## src/rtl/core/adc_wet_pkg.sv

```systemverilog
// Shared widths, register indexes and constants for the averaged ADC
// wetness reader. No dependencies.
package adc_wet_pkg;

  localparam int AdcW     = 12;
  localparam int SumW     = 20;
  localparam int CntW     = 8;
  localparam int PctW     = 7;
  localparam int RemW     = AdcW + 1;
  localparam int PctDvdW  = AdcW + PctW;
  localparam int StepW    = 5;
  localparam int CfgIdxW  = 2;

  localparam int unsigned Hundred = 100;

  localparam logic [CfgIdxW-1:0] RegSamples = 2'd0;
  localparam logic [CfgIdxW-1:0] RegDry     = 2'd1;
  localparam logic [CfgIdxW-1:0] RegWet     = 2'd2;
  localparam logic [CfgIdxW-1:0] RegPinLow  = 2'd3;

  localparam logic [CntW-1:0] SamplesReset = 8'd8;
  localparam logic [AdcW-1:0] DryReset     = {AdcW{1'b1}};
  localparam logic [AdcW-1:0] WetReset     = '0;

endpackage

```

## src/rtl/core/averaged_adc_wetness_percent_top.sv

```systemverilog
// Averaged ADC wetness reader: bit-serial accumulator and shared
// bit-serial restoring divider. Depends on adc_wet_pkg.

// An item that does not complete a reading is accepted and then added
// bit-serially into the running sum. The item that completes a reading
// goes on from the add to the shared restoring divider for the average,
// then calibration setup (S_CAL, S_LOAD), the divider again for the
// rounded percent, and the load of the output register, which waits
// until that register is free. When the average lies at or beyond a
// calibration point the percent division is skipped. The add and the
// divider work one bit per cycle. A finished result waits in the output
// register while the next item is accepted.
module averaged_adc_wetness_percent_top (
  input  logic                             clk_i,
  input  logic                             rst_ni,
  input  logic                             cfg_valid_i,
  output logic                             cfg_ready_o,
  input  logic [adc_wet_pkg::CfgIdxW-1:0]  cfg_index_i,
  input  logic [adc_wet_pkg::AdcW-1:0]     cfg_data_i,
  input  logic                             in_valid_i,
  output logic                             in_ready_o,
  input  logic [adc_wet_pkg::AdcW-1:0]     adc_sample_i,
  input  logic                             pin_level_i,
  output logic                             out_valid_o,
  input  logic                             out_ready_i,
  output logic [adc_wet_pkg::AdcW-1:0]     average_o,
  output logic [adc_wet_pkg::PctW-1:0]     wet_percent_o,
  output logic                             wet_flag_o
);

  localparam int AdcW    = adc_wet_pkg::AdcW;
  localparam int SumW    = adc_wet_pkg::SumW;
  localparam int CntW    = adc_wet_pkg::CntW;
  localparam int PctW    = adc_wet_pkg::PctW;
  localparam int RemW    = adc_wet_pkg::RemW;
  localparam int PctDvdW = adc_wet_pkg::PctDvdW;
  localparam int StepW   = adc_wet_pkg::StepW;

  localparam logic [2:0] S_IDLE = 3'd0;
  localparam logic [2:0] S_ACC  = 3'd1;
  localparam logic [2:0] S_DIVA = 3'd2;
  localparam logic [2:0] S_CAL  = 3'd3;
  localparam logic [2:0] S_LOAD = 3'd4;
  localparam logic [2:0] S_DIVP = 3'd5;
  localparam logic [2:0] S_DONE = 3'd6;

  logic [2:0]       state_q;
  logic [CntW-1:0]  spr_q;
  logic [AdcW-1:0]  dry_q, wet_q;
  logic             pin_low_q;

  logic [SumW-1:0]  sum_q;
  logic [CntW-1:0]  index_q;
  logic [AdcW-1:0]  samp_q;
  logic             pin_q;
  logic             carry_q;
  logic [StepW-1:0] step_q;

  logic [RemW-1:0]  rem_q;
  logic [AdcW-1:0]  dvd_q;
  logic [AdcW-1:0]  dvs_q;
  logic [AdcW-1:0]  num_q;
  logic [AdcW-1:0]  avg_q;
  logic [PctW-1:0]  pct_q;

  logic             out_valid_q;
  logic [AdcW-1:0]  avg_out_q;
  logic [PctW-1:0]  pct_out_q;
  logic             flag_out_q;

  logic             add_a, add_b, add_s, add_c;
  logic [RemW-1:0]  rem_sh, rem_d;
  logic [AdcW-1:0]  dvd_d;
  logic             q_bit;
  logic [CntW-1:0]  taken, target;
  logic [PctDvdW-1:0] dividend;
  logic             out_free;

  assign cfg_ready_o   = 1'b1;
  assign in_ready_o    = (state_q == S_IDLE);
  assign out_valid_o   = out_valid_q;
  assign average_o     = avg_out_q;
  assign wet_percent_o = pct_out_q;
  assign wet_flag_o    = flag_out_q;
  assign out_free      = !out_valid_q || out_ready_i;

  assign add_a = samp_q[0];
  assign add_b = sum_q[0];
  assign add_s = add_a ^ add_b ^ carry_q;
  assign add_c = (add_a & add_b) | (carry_q & (add_a ^ add_b));

  assign taken  = index_q + CntW'(1);
  assign target = (spr_q == '0) ? CntW'(1) : spr_q;

  always_comb begin
    rem_sh = {rem_q[AdcW-1:0], dvd_q[AdcW-1]};
    q_bit  = (rem_sh >= {1'b0, dvs_q});
    rem_d  = q_bit ? (rem_sh - {1'b0, dvs_q}) : rem_sh;
    dvd_d  = {dvd_q[AdcW-2:0], q_bit};
  end

  assign dividend = PctDvdW'(num_q) * PctDvdW'(adc_wet_pkg::Hundred)
                  + PctDvdW'(dvs_q >> 1);

  always_ff @(posedge clk_i or negedge rst_ni) begin
    if (!rst_ni) begin
      spr_q     <= adc_wet_pkg::SamplesReset;
      dry_q     <= adc_wet_pkg::DryReset;
      wet_q     <= adc_wet_pkg::WetReset;
      pin_low_q <= 1'b1;
    end else if (cfg_valid_i) begin
      unique case (cfg_index_i)
        adc_wet_pkg::RegSamples: spr_q     <= cfg_data_i[CntW-1:0];
        adc_wet_pkg::RegDry:     dry_q     <= cfg_data_i;
        adc_wet_pkg::RegWet:     wet_q     <= cfg_data_i;
        adc_wet_pkg::RegPinLow:  pin_low_q <= cfg_data_i[0];
        default: ;
      endcase
    end
  end

  always_ff @(posedge clk_i or negedge rst_ni) begin
    if (!rst_ni) begin
      state_q     <= S_IDLE;
      sum_q       <= '0;
      index_q     <= '0;
      step_q      <= '0;
      carry_q     <= 1'b0;
      out_valid_q <= 1'b0;
    end else begin
      if (out_valid_q && out_ready_i && (state_q != S_DONE)) begin
        out_valid_q <= 1'b0;
      end
      unique case (state_q)
        S_IDLE: begin
          if (in_valid_i) begin
            samp_q  <= adc_sample_i;
            pin_q   <= pin_level_i;
            carry_q <= 1'b0;
            step_q  <= '0;
            state_q <= S_ACC;
          end
        end
        S_ACC: begin
          sum_q   <= {add_s, sum_q[SumW-1:1]};
          carry_q <= add_c;
          samp_q  <= {1'b0, samp_q[AdcW-1:1]};
          if (step_q == StepW'(SumW - 1)) begin
            if (taken < target) begin
              index_q <= taken;
              state_q <= S_IDLE;
            end else begin
              dvs_q   <= AdcW'(taken);
              rem_q   <= RemW'({add_s, sum_q[SumW-1:AdcW+1]});
              dvd_q   <= sum_q[AdcW:1];
              step_q  <= '0;
              state_q <= S_DIVA;
            end
          end else begin
            step_q <= step_q + StepW'(1);
          end
        end
        S_DIVA: begin
          rem_q  <= rem_d;
          dvd_q  <= dvd_d;
          step_q <= step_q + StepW'(1);
          if (step_q == StepW'(AdcW - 1)) begin
            avg_q   <= dvd_d;
            state_q <= S_CAL;
          end
        end
        S_CAL: begin
          state_q <= S_LOAD;
          if (dry_q > wet_q) begin
            num_q <= dry_q - avg_q;
            dvs_q <= dry_q - wet_q;
            if (avg_q >= dry_q) begin
              pct_q   <= '0;
              state_q <= S_DONE;
            end else if (avg_q <= wet_q) begin
              pct_q   <= PctW'(adc_wet_pkg::Hundred);
              state_q <= S_DONE;
            end
          end else begin
            num_q <= avg_q - dry_q;
            dvs_q <= wet_q - dry_q;
            if (avg_q <= dry_q) begin
              pct_q   <= '0;
              state_q <= S_DONE;
            end else if (avg_q >= wet_q) begin
              pct_q   <= PctW'(adc_wet_pkg::Hundred);
              state_q <= S_DONE;
            end
          end
        end
        S_LOAD: begin
          rem_q   <= RemW'(dividend[PctDvdW-1:PctW]);
          dvd_q   <= {dividend[PctW-1:0], {(AdcW-PctW){1'b0}}};
          step_q  <= '0;
          state_q <= S_DIVP;
        end
        S_DIVP: begin
          rem_q  <= rem_d;
          dvd_q  <= dvd_d;
          step_q <= step_q + StepW'(1);
          if (step_q == StepW'(PctW - 1)) begin
            pct_q   <= dvd_d[PctW-1:0];
            state_q <= S_DONE;
          end
        end
        S_DONE: begin
          if (out_free) begin
            avg_out_q   <= avg_q;
            pct_out_q   <= pct_q;
            flag_out_q  <= pin_low_q ? !pin_q : pin_q;
            out_valid_q <= 1'b1;
            sum_q       <= '0;
            index_q     <= '0;
            state_q     <= S_IDLE;
          end else if (out_valid_q && out_ready_i) begin
            out_valid_q <= 1'b0;
          end
        end
        default: state_q <= S_IDLE;
      endcase
    end
  end

endmodule

```

## config.mk

```make
export PLATFORM = sky130hd
export DESIGN_NAME = averaged_adc_wetness_percent_top
export DESIGN_NICKNAME = d
export VERILOG_FILES = /design/src/rtl/core/adc_wet_pkg.sv /design/src/rtl/core/averaged_adc_wetness_percent_top.sv
export SDC_FILE = /design/constraint.sdc
export NUM_CORES = 1
export LEC_CHECK = 0
export BUFFER_PORTS_ARGS = -buffer_cell sky130_fd_sc_hd__buf_2
export CORE_ASPECT_RATIO = 1.25
export CORE_MARGIN = 4
export CORE_UTILIZATION = 50
export DETAILED_ROUTE_END_ITERATION = 8
export GPL_ROUTABILITY_DRIVEN = 1
export GPL_TIMING_DRIVEN = 0
export PLACE_DENSITY = 0.66
export SLEW_MARGIN = 40
export SYNTH_ARGS = -nofsm -noshare
export SYNTH_HDL_FRONTEND = slang
export SYNTH_SLANG_ARGS = --single-unit
```

## constraint.sdc

```tcl
create_clock -name clk_i -period 4.7 [get_ports clk_i]
set_clock_uncertainty 0.05 [all_clocks]
set_input_delay 0.94 -clock clk_i [delete_from_list [all_inputs] [get_ports clk_i]]
set_output_delay 0.94 -clock clk_i [all_outputs]
set_load 0.01 [all_outputs]
```

==> out/metrics.yaml <==
layout-drive-gt1-share_pct: 14.00
core_area_um2: 23040
cts_setup_buffers: 0
grt_overflow_total: 0
start_util_pct: 51.03
drt-wirelength-per-cell_um: 19.08
antenna_left: 0
ys_seq_area_share_pct: 40.80
fp.dieArea_um2: 26050
worstMarginPinSlew_ns: 0.8371
cp_slowest_stage_delay_ns: 0.62
viasPerCell: 5.865
leakagePower_nw: 5.814
power_density_nw_per_um2: 542.4
crit_required_ns: 4.80
critPathSlowestCell: "o41ai_1"
syn_to_final_growth_pct: 11.46
cts_tree: "built"
dp_cells: 1506
grt_max_degree: 63
min_period_ns: 4.284
path_delay_family: "adder cells"
synth_cells: 1160
cp.buffers_inverters: 2
r2r-start: "num_q[1]"
max_slew_margin_pct: 43.76
clk_root_buffer_cell: "clkbuf_16"
synth_top_flop_cell: "edfxtp_1"
synth_seq_cells: 171
path_max_fanout: 4
yosysTopAreaCellShare_pct: 25.54
maxSlewViolCount: 0
rsz0062_at_grt: "false"
fillerInstances: 2070
setup_viol: 0
diodes: 0
yosys_warnings: 0
cts_max_level: 4
vdd_drop_max_v: 0.0003317
end_kind: "flop"
syn_nets: 1335
drc: 0
power_w: 0.007107
async_reset_ff_share_pct: 41.52
maxCapViolations: 0
grt_pass1_vias: 9036
cts_sinks: 171
io_pins: 55
path_cells: "ha_1 > ha_1 > ha_1 > inv_1 > fa_1 > inv_1 > ha_1 > o21ai_0 > nor2_1 > o41ai_1 > nor2_1 > xnor2_1 > o221ai_1"
regArea_um2: 4797
drt_pass1_iterations: 5
grt_first_pass_wirelength_mm: 47.62
finalHoldViolations: 0
multi_input_area_um2: 6387
max_freq_mhz: 233.5
nNetsFinal: 1412
timing.final.ws_setup_ns: 0.4165
clock_path_buffers: 2
cts.clk_slew.worst_paths_ns: 0.07
placement.io_buffers: 53
place_ws_ns: 0.4303
hpwl_mm: 23.13
die_y_um: 179.4
die_w_um: 145.2
status: "finished clean"
worstSetupPathType: "flop to flop"
synth_area_leaders: "edfxtp_1 26%, ha_1 14%, dfrtp_1 12%"
holdCritPathClass: "input pin to async pin"
synth.cell_area_um2: 11760
crit_start: "num_q[1]"
period_share_pct: 91.14
synth.avg_cell_area_um2: 10.13
vias: 9021
synth_edf_count: 100
drt_iter0_drc: 538
clk_latency_ns: 0.44
holdBufCountCts: 0
crit_top_cell: "ha_1"
antenna_found_initial: 0
rows: 62
ys_types: 81
gp_congestion: 0.9810
yosys.area.top_type: "edfxtp_1"
postCtsResizedCells: 0
worstPathArrival_ns: 4.38
finalNonFillerCells: 1538
hold_slack_ns: 0.2813
grt_util_all_layers_pct: 22.83
crit_path_start_kind: "flop"
cts-buffers-inserted: 17
routed_wl_mm: 29.34
## routing by layer
| layer | GRT usage [%] | wire length [um] |
|---|---|---|
| met1 | 29.39 | 12600 |
| met2 | 38.82 | 14320 |
| met3 | 3.149 | 1264 |
| met4 | 9.578 | 1160 |
| met5 | 0 | 0 |
## registers in the layout, summed over array words and instances, names as in the netlist, 3 cells and up
register,flops
step_q,5
dry_q,12
wet_q,12
dvd_q,12
rem_q,12
wet_percent_o,7
average_o,12
state_q,3
avg_q,12
pct_q,7
samp_q,12
spr_q,8
dvs_q,12
sum_q,20
num_q,12
index_q,8
## worst paths after layout
path                                    endpoint  slack, ns  depth (start not counted)
worst max register to register          rem_q[5]       0.42                         13
max in group asynchronous              pin_low_q       3.75                          2
worst min-delay path                    wet_q[6]       0.28                          1
min in group clk_i              wet_percent_o[2]       0.37                          0
worst max-delay path                    rem_q[5]       0.42                         13
worst min register to register  wet_percent_o[2]       0.37                          0
## metrics by stage
step,cell area [um^2],util [%],TNS [ns]
3_3_place_gp,12380,53.74,-6.740
2_1_floorplan,11760,-,0
4_1_cts,13100,56.88,0
5_1_grt,13100,56.88,0
3_5_place_dp,12480,54.15,0
6_report,13100,56.88,0
## placed cells by master, fill, tap and decap left out, types with 7 or more instances in the layout
| cell type | instances |
|---|---|
| nor3_1 | 23 |
| dfrtp_1 | 57 |
| o21a_1 | 9 |
| edfxtp_1 | 100 |
| fa_1 | 14 |
| mux2i_1 | 19 |
| clkbuf_16 | 17 |
| a21oi_1 | 59 |
| o211ai_1 | 11 |
| nand4_1 | 14 |
| dfstp_2 | 14 |
| xnor2_1 | 34 |
| o21ai_0 | 59 |
| o31ai_1 | 9 |
| nand3_1 | 28 |
| nand2_1 | 108 |
| ha_1 | 129 |
| o21ai_1 | 7 |
| a211oi_1 | 7 |
| xor2_1 | 20 |
| nor2b_1 | 15 |
| and2_1 | 10 |
| a21o_1 | 27 |
| mux2_2 | 32 |
| a22oi_1 | 11 |
| nor2_1 | 55 |
| clkbuf_1 | 23 |
| inv_1 | 112 |
| a31oi_1 | 9 |
| and3_1 | 9 |
| a22o_1 | 19 |
| nand2b_1 | 11 |
| buf_2 | 58 |
## power by group
group	switching, W	internal, W
Sequential	0.000207	0.00202
Combinational	0.00207	0.00132
Clock	0.000671	0.000816
Total	0.00295	0.00416
## cells in the mapped netlist, drive strengths merged, types with 13 or more instances
master / n
ha: 129
inv: 112
nand2: 110
edfxtp: 100
o21ai: 66
a21oi: 63
dfrtp: 57
nor2: 56
xnor2: 34
mux2: 33
nand3: 28
a21o: 27
clkbuf: 24
nor3: 24
xor2: 20
a22o: 19
mux2i: 19
nand4: 15
nor2b: 15
buf: 14
dfstp: 14
fa: 14
o211ai: 13
## cell families (layout without fill, tap and decap cells)
kind of cell    Yosys count  count (layout)  synth area share, %
other cells               1               1              0.03190
compound gates          283             283                16.43
mux                      52              52                4.811
xor+xnor                 54              54                4.023
fa+ha+maj               143             143                16.11
simple gates            306             306                12.71
flops                   171             171                40.80
buf+inv                 150             240                5.076
## worst reg2reg max path: stages, from the launching register on
cell	delay, ns
edfxtp_1	0.47
ha_1	0.33
ha_1	0.31
ha_1	0.30
inv_1	0.07
fa_1	0.53
inv_1	0.04
ha_1	0.32
o21ai_0	0.23
nor2_1	0.10
o41ai_1	0.62
nor2_1	0.12
xnor2_1	0.32
o221ai_1	0.20
## layout make-up
type / count / area share (%)
Multi-Input combinational cell: 839 / 48.74
Sequential cell: 171 / 36.61
Clock buffer: 17 / 3.246
Inverter: 112 / 3.208
Tap cell: 288 / 2.750
Timing Repair Buffer: 58 / 2.549
Clock inverter: 15 / 1.547
Buffer: 38 / 1.346
No activity file was read; power rests on OpenSTA's default activity.
